<file path="src/hdl/crtp_pkg.sv">
// ----------------------------------------------------------------------------
// crtp_pkg
// Shared types, character codes and constants of the rgba() text parser.
// ----------------------------------------------------------------------------
package crtp_pkg;

  localparam int FRAC_Q = 14;
  localparam int OUT_W  = 24;
  localparam int CNT_W  = 3;
  localparam int OUT_DATA_W = 104;

  localparam logic [OUT_W-1:0] OUT_MAX   = {OUT_W{1'b1}};
  localparam logic [OUT_W-1:0] ALPHA_ONE = 24'd16384;

  localparam logic [CNT_W-1:0] MAX_NUMBERS = 3'd6;
  localparam logic [CNT_W-1:0] CNT_RGB     = 3'd3;
  localparam logic [CNT_W-1:0] CNT_WHOLE   = 3'd4;
  localparam logic [CNT_W-1:0] CNT_FRAC    = 3'd5;

  localparam logic [7:0] CH_ZERO = 8'h30;
  localparam logic [7:0] CH_NINE = 8'h39;
  localparam logic [7:0] CH_PCT  = 8'h25;

  // rounding offsets, half of each divisor
  localparam logic [7:0] HALF_255 = 8'd127;
  localparam logic [7:0] HALF_100 = 8'd50;

  // stage advance enables of the result pipeline
  typedef struct packed {
    logic s2_en;
    logic out_en;
  } crtp_adv_t;

  function automatic logic [31:0] pow10(input int unsigned n);
    logic [31:0] r;
    r = 32'd1;
    for (int i = 0; i < 9; i++) begin
      if (i < n) r = r * 32'd10;
    end
    return r;
  endfunction

endpackage

</file>
<file path="src/hdl/crtp_scanner.sv">
// ----------------------------------------------------------------------------
// crtp_scanner
// Character scanner: gathers digit runs into numbers, keeps percent marks and
// the padded alpha fraction, and captures a snapshot on the final character.
// ----------------------------------------------------------------------------
module crtp_scanner #(
  parameter int VB = 10,
  parameter int FD = 4,
  localparam int FRW = $clog2(10 ** FD),
  localparam int FDW = $clog2(FD + 1)
) (
  input  logic                        clk,
  input  logic                        rst_n,
  input  logic                        take,
  input  logic [7:0]                  char_code,
  input  logic                        is_last,
  output logic [2:0][VB-1:0]          snap_ch,
  output logic [2:0]                  snap_pct,
  output logic [VB-1:0]               snap_whole,
  output logic [FRW-1:0]              snap_frac,
  output logic [crtp_pkg::CNT_W-1:0]  snap_cnt
);

  localparam logic [VB+3:0] VMAX = {4'd0, {VB{1'b1}}};

  logic [crtp_pkg::CNT_W-1:0] cnt_r, cnt_nxt;
  logic                       dig_r, dig_nxt;
  logic [VB-1:0]              acc_r, acc_nxt;
  logic [2:0][VB-1:0]         ch_r, ch_nxt;
  logic [2:0]                 pct_r, pct_nxt;
  logic [VB-1:0]              whole_r, whole_nxt;
  logic [FRW-1:0]             frac_r, frac_nxt;
  logic [FDW-1:0]             fdig_r, fdig_nxt;

  logic                       is_digit;
  logic                       start;
  logic [3:0]                 digit;
  logic [VB+3:0]              acc_mul;
  logic [FRW-1:0]             frac_add;

  always_comb begin
    cnt_nxt   = cnt_r;
    dig_nxt   = dig_r;
    acc_nxt   = acc_r;
    ch_nxt    = ch_r;
    pct_nxt   = pct_r;
    whole_nxt = whole_r;
    frac_nxt  = frac_r;
    fdig_nxt  = fdig_r;

    is_digit = (char_code >= crtp_pkg::CH_ZERO) && (char_code <= crtp_pkg::CH_NINE);
    digit    = 4'(char_code - crtp_pkg::CH_ZERO);
    start    = is_digit && !dig_r && (cnt_r < crtp_pkg::MAX_NUMBERS);
    acc_mul  = (start ? '0 : (VB+4)'(acc_r)) * (VB+4)'(10) + (VB+4)'(digit);
    // fraction kept left aligned on FD digits, so one divisor serves all lengths
    frac_add = FRW'(32'(digit) * crtp_pkg::pow10(FD - 1 - int'(fdig_r)));

    if (is_digit) begin
      if (start) begin
        cnt_nxt = cnt_r + 3'd1;
        dig_nxt = 1'b1;
      end
      if (dig_r || start) begin
        acc_nxt = (acc_mul > VMAX) ? VB'(VMAX) : VB'(acc_mul);
        if ((cnt_nxt != '0) && (cnt_nxt <= crtp_pkg::CNT_RGB)) begin
          ch_nxt[2'(cnt_nxt - 3'd1)] = acc_nxt;
        end else if (cnt_nxt == crtp_pkg::CNT_WHOLE) begin
          whole_nxt = acc_nxt;
        end else if ((cnt_nxt == crtp_pkg::CNT_FRAC) && (fdig_r < FDW'(FD))) begin
          frac_nxt = frac_r + frac_add;
          fdig_nxt = fdig_r + FDW'(1);
        end
      end
    end else begin
      dig_nxt = 1'b0;
      if ((char_code == crtp_pkg::CH_PCT) && (cnt_r != '0) && (cnt_r <= crtp_pkg::CNT_RGB)) begin
        pct_nxt[2'(cnt_r - 3'd1)] = 1'b1;
      end
    end
  end

  always_ff @(posedge clk) begin
    if (!rst_n || (take && is_last)) begin
      cnt_r   <= '0;
      dig_r   <= 1'b0;
      acc_r   <= '0;
      ch_r    <= '0;
      pct_r   <= '0;
      whole_r <= '0;
      frac_r  <= '0;
      fdig_r  <= '0;
    end else if (take) begin
      cnt_r   <= cnt_nxt;
      dig_r   <= dig_nxt;
      acc_r   <= acc_nxt;
      ch_r    <= ch_nxt;
      pct_r   <= pct_nxt;
      whole_r <= whole_nxt;
      frac_r  <= frac_nxt;
      fdig_r  <= fdig_nxt;
    end
  end

  // snapshot of the finished text
  always_ff @(posedge clk) begin
    if (take && is_last) begin
      snap_ch    <= ch_nxt;
      snap_pct   <= pct_nxt;
      snap_whole <= whole_nxt;
      snap_frac  <= frac_nxt;
      snap_cnt   <= cnt_nxt;
    end
  end

endmodule

</file>
<file path="src/hdl/crtp_chan_scale.sv">
// ----------------------------------------------------------------------------
// crtp_chan_scale
// Colour channel scaling to Q10.14: value/255 or value/100, rounded half up,
// by reciprocal multiplication over two register stages.
// ----------------------------------------------------------------------------
module crtp_chan_scale #(
  parameter int VB = 10
) (
  input  logic                             clk,
  input  crtp_pkg::crtp_adv_t              adv,
  input  logic [VB-1:0]                    value,
  input  logic                             pct,
  output logic [crtp_pkg::OUT_W-1:0]       result
);

  localparam int CN   = VB + crtp_pkg::FRAC_Q;
  localparam int S255 = CN + 8;
  localparam int S100 = CN + 7;
  localparam logic [63:0] M255 = ((64'd1 << S255) + 64'd254) / 64'd255;
  localparam logic [63:0] M100 = ((64'd1 << S100) + 64'd99) / 64'd100;

  logic [CN-1:0]   num;
  logic [CN:0]     mul_k;
  logic [2*CN:0]   prod_r;
  logic            pct_r;
  logic [2*CN:0]   quo;

  always_comb begin
    num   = {value, {crtp_pkg::FRAC_Q{1'b0}}}
          + CN'(pct ? crtp_pkg::HALF_100 : crtp_pkg::HALF_255);
    mul_k = pct ? M100[CN:0] : M255[CN:0];
    quo   = pct_r ? (prod_r >> S100) : (prod_r >> S255);
  end

  always_ff @(posedge clk) begin
    if (adv.s2_en) begin
      prod_r <= (2*CN+1)'(num) * (2*CN+1)'(mul_k);
      pct_r  <= pct;
    end
    if (adv.out_en) begin
      result <= (|quo[2*CN:crtp_pkg::OUT_W]) ? crtp_pkg::OUT_MAX : quo[crtp_pkg::OUT_W-1:0];
    end
  end

endmodule

</file>
<file path="src/hdl/crtp_alpha_scale.sv">
// ----------------------------------------------------------------------------
// crtp_alpha_scale
// Alpha in Q10.14 from whole part and padded fraction, plus the number count,
// over two register stages.
// ----------------------------------------------------------------------------
module crtp_alpha_scale #(
  parameter int VB = 10,
  parameter int FD = 4,
  localparam int FRW = $clog2(10 ** FD)
) (
  input  logic                             clk,
  input  crtp_pkg::crtp_adv_t              adv,
  input  logic [VB-1:0]                    whole,
  input  logic [FRW-1:0]                   frac,
  input  logic [crtp_pkg::CNT_W-1:0]       cnt,
  output logic [crtp_pkg::OUT_W-1:0]       alpha,
  output logic [crtp_pkg::CNT_W-1:0]       numbers_seen
);

  // dividing by 10^FD is dividing by 2^FD (folded into the scale) and by 5^FD
  localparam int unsigned P5    = 5 ** FD;
  localparam int unsigned HALF5 = P5 / 2;
  localparam int L5 = $clog2(P5);
  localparam int AN = L5 + crtp_pkg::FRAC_Q + 1;
  localparam int SA = AN + L5;
  localparam logic [63:0] MA = ((64'd1 << SA) + 64'(P5) - 64'd1) / 64'(P5);
  localparam int SW = VB + crtp_pkg::FRAC_Q + 1;

  logic [AN-1:0]                 num;
  logic [2*AN:0]                 prod_r;
  logic [VB-1:0]                 whole_r;
  logic [crtp_pkg::CNT_W-1:0]    cnt_r;
  logic [2*AN:0]                 fq;
  logic [SW-1:0]                 sum;
  logic [crtp_pkg::OUT_W-1:0]    alpha_nxt;

  always_comb begin
    num = AN'({frac, {(crtp_pkg::FRAC_Q - FD){1'b0}}}) + AN'(HALF5);
    fq  = prod_r >> SA;
    sum = SW'({whole_r, {crtp_pkg::FRAC_Q{1'b0}}}) + SW'(fq[crtp_pkg::FRAC_Q:0]);
    if (cnt_r < crtp_pkg::CNT_RGB) begin
      alpha_nxt = '0;
    end else if (cnt_r == crtp_pkg::CNT_RGB) begin
      alpha_nxt = crtp_pkg::ALPHA_ONE;
    end else if (|sum[SW-1:crtp_pkg::OUT_W]) begin
      alpha_nxt = crtp_pkg::OUT_MAX;
    end else begin
      alpha_nxt = sum[crtp_pkg::OUT_W-1:0];
    end
  end

  always_ff @(posedge clk) begin
    if (adv.s2_en) begin
      prod_r  <= (2*AN+1)'(num) * (2*AN+1)'(MA[AN:0]);
      whole_r <= whole;
      cnt_r   <= cnt;
    end
    if (adv.out_en) begin
      alpha        <= alpha_nxt;
      numbers_seen <= cnt_r;
    end
  end

endmodule

</file>
<file path="src/hdl/css_rgba_text_parser.sv">
// ----------------------------------------------------------------------------
// css_rgba_text_parser
// Parses rgba() colour text one character per transfer and returns the
// channels and alpha in Q10.14 on the final character.
// ----------------------------------------------------------------------------
//  channel | dir | tdata (low bit up)                          | tlast
//  in_     | in  | char_code[7:0]                              | is_last
//  out_    | out | red, green, blue, alpha (24 each), count(3) | -
//
//  one character is taken every cycle while in_tready is high; out_tvalid rises
//  once the final character has passed the snapshot, product and output registers
//  reset clears the scanner and all stage valids; no clearing pass
//  a stalled result holds the pipeline; in_tready drops for every character
//  once the snapshot stage is full and cannot move on
// ----------------------------------------------------------------------------
module css_rgba_text_parser #(
  parameter int VALUE_BITS      = 10,
  parameter int FRACTION_DIGITS = 4
) (
  input  logic                               clk,
  input  logic                               rst_n,
  input  logic                               in_tvalid,
  output logic                               in_tready,
  input  logic [7:0]                         in_tdata,   // char_code
  input  logic                               in_tlast,
  output logic                               out_tvalid,
  input  logic                               out_tready,
  output logic [crtp_pkg::OUT_DATA_W-1:0]    out_tdata   // red, green, blue, alpha, numbers_seen
);

  localparam int FRW = $clog2(10 ** FRACTION_DIGITS);

  crtp_pkg::crtp_adv_t               adv;
  logic                              s1_valid_r;
  logic                              s2_valid_r;
  logic                              out_valid_r;
  logic                              s1_ok;
  logic                              take;

  logic [2:0][VALUE_BITS-1:0]        snap_ch;
  logic [2:0]                        snap_pct;
  logic [VALUE_BITS-1:0]             snap_whole;
  logic [FRW-1:0]                    snap_frac;
  logic [crtp_pkg::CNT_W-1:0]        snap_cnt;

  logic [crtp_pkg::OUT_W-1:0]        red;
  logic [crtp_pkg::OUT_W-1:0]        green;
  logic [crtp_pkg::OUT_W-1:0]        blue;
  logic [crtp_pkg::OUT_W-1:0]        alpha;
  logic [crtp_pkg::CNT_W-1:0]        numbers_seen;

  always_comb begin
    adv.out_en = !out_valid_r || out_tready;
    adv.s2_en  = !s2_valid_r || adv.out_en;
    s1_ok      = !s1_valid_r || adv.s2_en;
  end

  assign in_tready  = s1_ok;
  assign take       = in_tvalid && s1_ok;
  assign out_tvalid = out_valid_r;
  assign out_tdata  = {5'd0, numbers_seen, alpha, blue, green, red};

  always_ff @(posedge clk) begin
    if (!rst_n) begin
      s1_valid_r  <= 1'b0;
      s2_valid_r  <= 1'b0;
      out_valid_r <= 1'b0;
    end else begin
      if (s1_ok) s1_valid_r <= take && in_tlast;
      if (adv.s2_en) s2_valid_r <= s1_valid_r;
      if (adv.out_en) out_valid_r <= s2_valid_r;
    end
  end

  crtp_scanner #(
    .VB (VALUE_BITS),
    .FD (FRACTION_DIGITS)
  ) u_scanner (
    .clk        (clk),
    .rst_n      (rst_n),
    .take       (take),
    .char_code  (in_tdata),
    .is_last    (in_tlast),
    .snap_ch    (snap_ch),
    .snap_pct   (snap_pct),
    .snap_whole (snap_whole),
    .snap_frac  (snap_frac),
    .snap_cnt   (snap_cnt)
  );

  crtp_chan_scale #(.VB(VALUE_BITS)) u_red (
    .clk    (clk),
    .adv    (adv),
    .value  (snap_ch[0]),
    .pct    (snap_pct[0]),
    .result (red)
  );

  crtp_chan_scale #(.VB(VALUE_BITS)) u_green (
    .clk    (clk),
    .adv    (adv),
    .value  (snap_ch[1]),
    .pct    (snap_pct[1]),
    .result (green)
  );

  crtp_chan_scale #(.VB(VALUE_BITS)) u_blue (
    .clk    (clk),
    .adv    (adv),
    .value  (snap_ch[2]),
    .pct    (snap_pct[2]),
    .result (blue)
  );

  crtp_alpha_scale #(
    .VB (VALUE_BITS),
    .FD (FRACTION_DIGITS)
  ) u_alpha (
    .clk          (clk),
    .adv          (adv),
    .whole        (snap_whole),
    .frac         (snap_frac),
    .cnt          (snap_cnt),
    .alpha        (alpha),
    .numbers_seen (numbers_seen)
  );

  // a final character always lands in the snapshot stage
  a_last_snapshot: assert property (@(posedge clk) disable iff (!rst_n)
    take && in_tlast |=> s1_valid_r)
    else $error("final character did not reach snapshot stage");

  // a result leaving the product stage reaches the output
  a_s2_to_out: assert property (@(posedge clk) disable iff (!rst_n)
    s2_valid_r && adv.out_en |=> out_valid_r)
    else $error("result lost between product and output stage");

  a_count_range: assert property (@(posedge clk) disable iff (!rst_n)
    out_tvalid |-> (numbers_seen != 3'd7))
    else $error("number count out of range");

  // fewer than three numbers gives a transparent colour
  a_alpha_zero: assert property (@(posedge clk) disable iff (!rst_n)
    out_tvalid && (numbers_seen < crtp_pkg::CNT_RGB) |-> (alpha == '0))
    else $error("alpha not zero for short text");

endmodule

</file>
<file path="config.mk">
export PLATFORM = sky130hd
export DESIGN_NAME = css_rgba_text_parser
export DESIGN_NICKNAME = d
export VERILOG_FILES = /design/src/hdl/crtp_pkg.sv /design/src/hdl/crtp_scanner.sv /design/src/hdl/crtp_chan_scale.sv /design/src/hdl/crtp_alpha_scale.sv /design/src/hdl/css_rgba_text_parser.sv
export SDC_FILE = /design/constraint.sdc
export NUM_CORES = 2
export LEC_CHECK = 0
export ABC_AREA = 1
export BUFFER_PORTS_ARGS = -buffer_cell sky130_fd_sc_hd__buf_2
export CORE_MARGIN = 2
export CORE_UTILIZATION = 33
export DETAILED_ROUTE_END_ITERATION = 7
export PLACE_DENSITY_LB_ADDON = 0.2
export SYNTH_ARGS = -nofsm -noshare
export SYNTH_HDL_FRONTEND = slang
export SYNTH_HIERARCHICAL = 1
export SYNTH_SLANG_ARGS = --single-unit
</file>
<file path="constraint.sdc">
create_clock -name clk -period 9.7 [get_ports clk]
set_clock_uncertainty 0.05 [all_clocks]
set_input_delay 2.91 -clock clk [delete_from_list [all_inputs] [get_ports clk]]
set_output_delay 2.91 -clock clk [all_outputs]
set_load 0.005 [all_outputs]
</file>
==> results.yml <==
yosys:
  synth_top_family_by_area: "adder cells"
  ys_seq_area_share_pct: 17.8
  synthDistinctLibCells: 60
  synth_fa_ha_area_share_pct: 40.0
  synth_xor_area_share_pct: 2.09
  synth_area_leader_cell: "ha_1"
  synth_warnings: 6
  synth_top_area_share_pct: 22.9
  synth-simple-area-share_pct: 19.4
  synthMuxAreaShare_pct: 0.0935
  synth_seq_cells: 303
  synth.area.top_cells: "ha_1 (23%), fa_1 (17%), edfxtp_1 (14%), inv_1 (13%), nand2_1 (10%)"
  syn_area_mm2: 0.0469
  syn_area_per_cell_um2: 7.68
  async_reset_ff_share_pct: 0
  synth-edff-count: 226
  synth_top_flop_cell: "edfxtp_1"
  syn_inst: 6099
  synth_compound_area_share_pct: 6.68
worst_setup_path:
  path_delay_family: "adder cells"
  cpPeakStageDelay_ns: 0.55
  crit_start: "u_scanner/fdig_r[1]"
  cpMaxStageDelayCell: "fa_1"
  r2r_start: "u_scanner/fdig_r[1]"
  crit_path_start_kind: "flop"
  crit_arrival_ns: 9.52
  critPathBufInv: 8
  cp_max_fo: 4
  critical_path_required_ns: 9.99
  crit_type: "reg -> reg"
  worstSetupEndpointType: "flop"
grt:
  grt_max_degree: 101
  gr-usage-met3_pct: 1.65
  busiest_layer: "met2"
  antenna_found_initial: 4
  use_met2_pct: 27.1
  grt_pass1_vias: 36700
  gr-usage-all-layers_pct: 16.7
  grt_pass1_wl_um: 195000
  overflow: 0
  use_met1_pct: 24.0
drt:
  num_vias: 36600
  drt_first_pass_iters: 6
  drc: 0
  drt_iter0_drc: 1988
  detail_route.wl_per_cell_um: 14.7
  viasPerCell: 4.50
  totalWireLength_um: 120000
  ant_nets: 0
floorplanning:
  die_h_um: 381
  core_mm2: 0.141
  die_w_um: 381
  start_util_pct: 33.2
  num_rows: 138
  die-area_mm2: 0.145
  ios: 119
final_layout:
  nFillCells: 15000
  final_cell_mix: "inv_1 (1559), nand2_1 (1294), ha_1 (841)"
  finish.utilization_pct: 36.4
  area_delta_synth_final_pct: 9.60
  nets: 7491
  final_common_cell: "inv_1"
  drive_gt1_share_pct: 7.39
placement:
  dpl.hpwl_um: 102000
  gp_congestion: 0.892
  pre_cts_slack_ns: -0.134
  io_buffers: 95
timing:
  whs_ns: 0.360
  finalHoldViolCount: 0
  fin_crit_ns: 9.23
  timing.fmax_mhz: 108
  worst_pin_slew_ns: 1.16
  min_period_over_period_pct: 95.1
  worst_slack_ns: 0.471
  setup_viol: 0
  relSlewSlack_pct: 22.3
  drv_slew: 0
clocking:
  cts_made_buffers: 39
  hold_buffers: 0
  cts.path.max_buffers: 3
  cts_tree: "yes"
  clk-insertion-delay-late_ns: 0.61
  cts-root-buf: "clkbuf_16"
  cts_sinks: 303
  htree_levels: 2
  clk_pin_slew_ns: 0.06
pwr:
  combPwrFrac_pct: 70.5
  p_clk_share_pct: 13.0
  power_leakage_uw: 0.0290
  intPower_uw: 5470
  switching_share_pct: 52.3
  max-vdd-ir-drop_mv: 0.161
  power_frac_seq_pct: 16.5
  p_switching_uw: 6000
  power.density_mw_per_mm2: 223
status:
  status: "finished, final reports clean"
flow_run:
  max_cap_violations: 0
min_path:
  hp-start: "u_scanner/snap_whole[9]"
  holdCritPathClass: "reg -> reg"
[cell type report]
cell class / count / area (um2) / share of cell area (%)
repair buffers: 149 / 881 / 1.72
inverters: 1581 / 5940 / 11.6
diodes: 2 / 5.00 / 0.00974
multi-input cells: 4146 / 32500 / 63.3
flip-flops and latches: 303 / 8330 / 16.2
clock buffers: 44 / 995 / 1.94
clock inverters: 26 / 322 / 0.626
well taps: 1890 / 2360 / 4.60
[worst paths after layout]
| path | end | depth (start not counted) | slack (ns) |
|---|---|---|---|
| max | u_scanner/snap_frac[13] | 49 | 0.47 |
| min | u_alpha/whole_r[9] | 0 | 0.36 |
| max reg2reg | u_scanner/snap_frac[13] | 49 | 0.47 |
| min reg2reg | u_alpha/whole_r[9] | 0 | 0.36 |
[power by group through the flow]
stage	clock network [uW]	registers, uW	logic (uW)
floorplan	0	1910	5970
global placement	0	1920	8120
detailed placement	0	1930	8100
CTS	1550	1900	8190
global route	1600	1930	9410
finish	1490	1890	8080
[state kept, by name (all words and copies together) (netlist names), 18 cells and up]
| register | count |
|---|---|
| u_blue/prod_r | 18 |
| u_red/prod_r | 18 |
| u_scanner/ch_r | 30 |
| u_scanner/snap_ch | 30 |
| u_blue/result | 18 |
| u_green/prod_r | 18 |
| u_alpha/alpha | 24 |
| u_red/result | 18 |
| u_green/result | 18 |
[layer usage]
layer  up-vias  part of all wire (%)
met5         -                 0.010
met4         2                   1.6
met3        95                   3.9
met2       611                    45
met1     17000                    50
li1      18900                     -
[metrics by stage]
step / cells / instance area, um2 / TNS, ns / power [uW]
after floorplan: 6142 / 47000 / 0 / 7870
after global placement: 8063 / 49700 / -0.180 / 10000
after detailed placement: 8063 / 49700 / -0.198 / 10000
after CTS: 8133 / 51000 / 0 / 11600
after global routing: 8139 / 51400 / -0.0557 / 12900
final: 8141 / 51400 / 0 / 11500
[worst register-to-register path, delay by kind of cell (launching register included)]
| kind | cells | cell delay [ns] |
|---|---|---|
| xor gates and xnor gates | 2 | 0.37 |
| AOI/OAI and AO/OA | 5 | 0.48 |
| adders and majority gates | 17 | 5.46 |
| buffers and inverters | 8 | 0.56 |
| DFF | 1 | 0.33 |
| and+or+nand+nor | 17 | 1.71 |
[cells in the mapped netlist, types with 9 or more instances]
cell,number
nor2_2,51
or2_2,49
nor2_4,9
nand2_2,36
inv_1,1566
ha_1,859
inv_2,12
fa_1,399
nand4_1,49
nand3_2,11
clkbuf_1,57
nor2_1,377
edfxtp_1,226
nand2_1,1300
a21oi_1,264
xor2_1,80
o21ai_0,230
dfxtp_1,77
xnor2_1,32
nand3_1,189
buf_2,20
nor3_1,30
o21bai_1,47
buf_4,28
[what timing repair did]
| action | CTS | global route |
|---|---|---|
| gates resized for setup | 9 | 58 |
| endpoints found under the setup margin | 3 | 6 |
| pin swaps | 1 | 35 |
| endpoints found under the hold margin | 0 | 0 |
| setup buffers | 0 | 6 |
[logic make-up after synthesis]
family          Yosys count
compound gates          583
xor+xnor                112
fa+ha+maj              1258
buf+inv                1693
flops                   303
mux                       4
other cells               7
simple gates           2139
No activity file was read; power rests on OpenSTA's default activity.
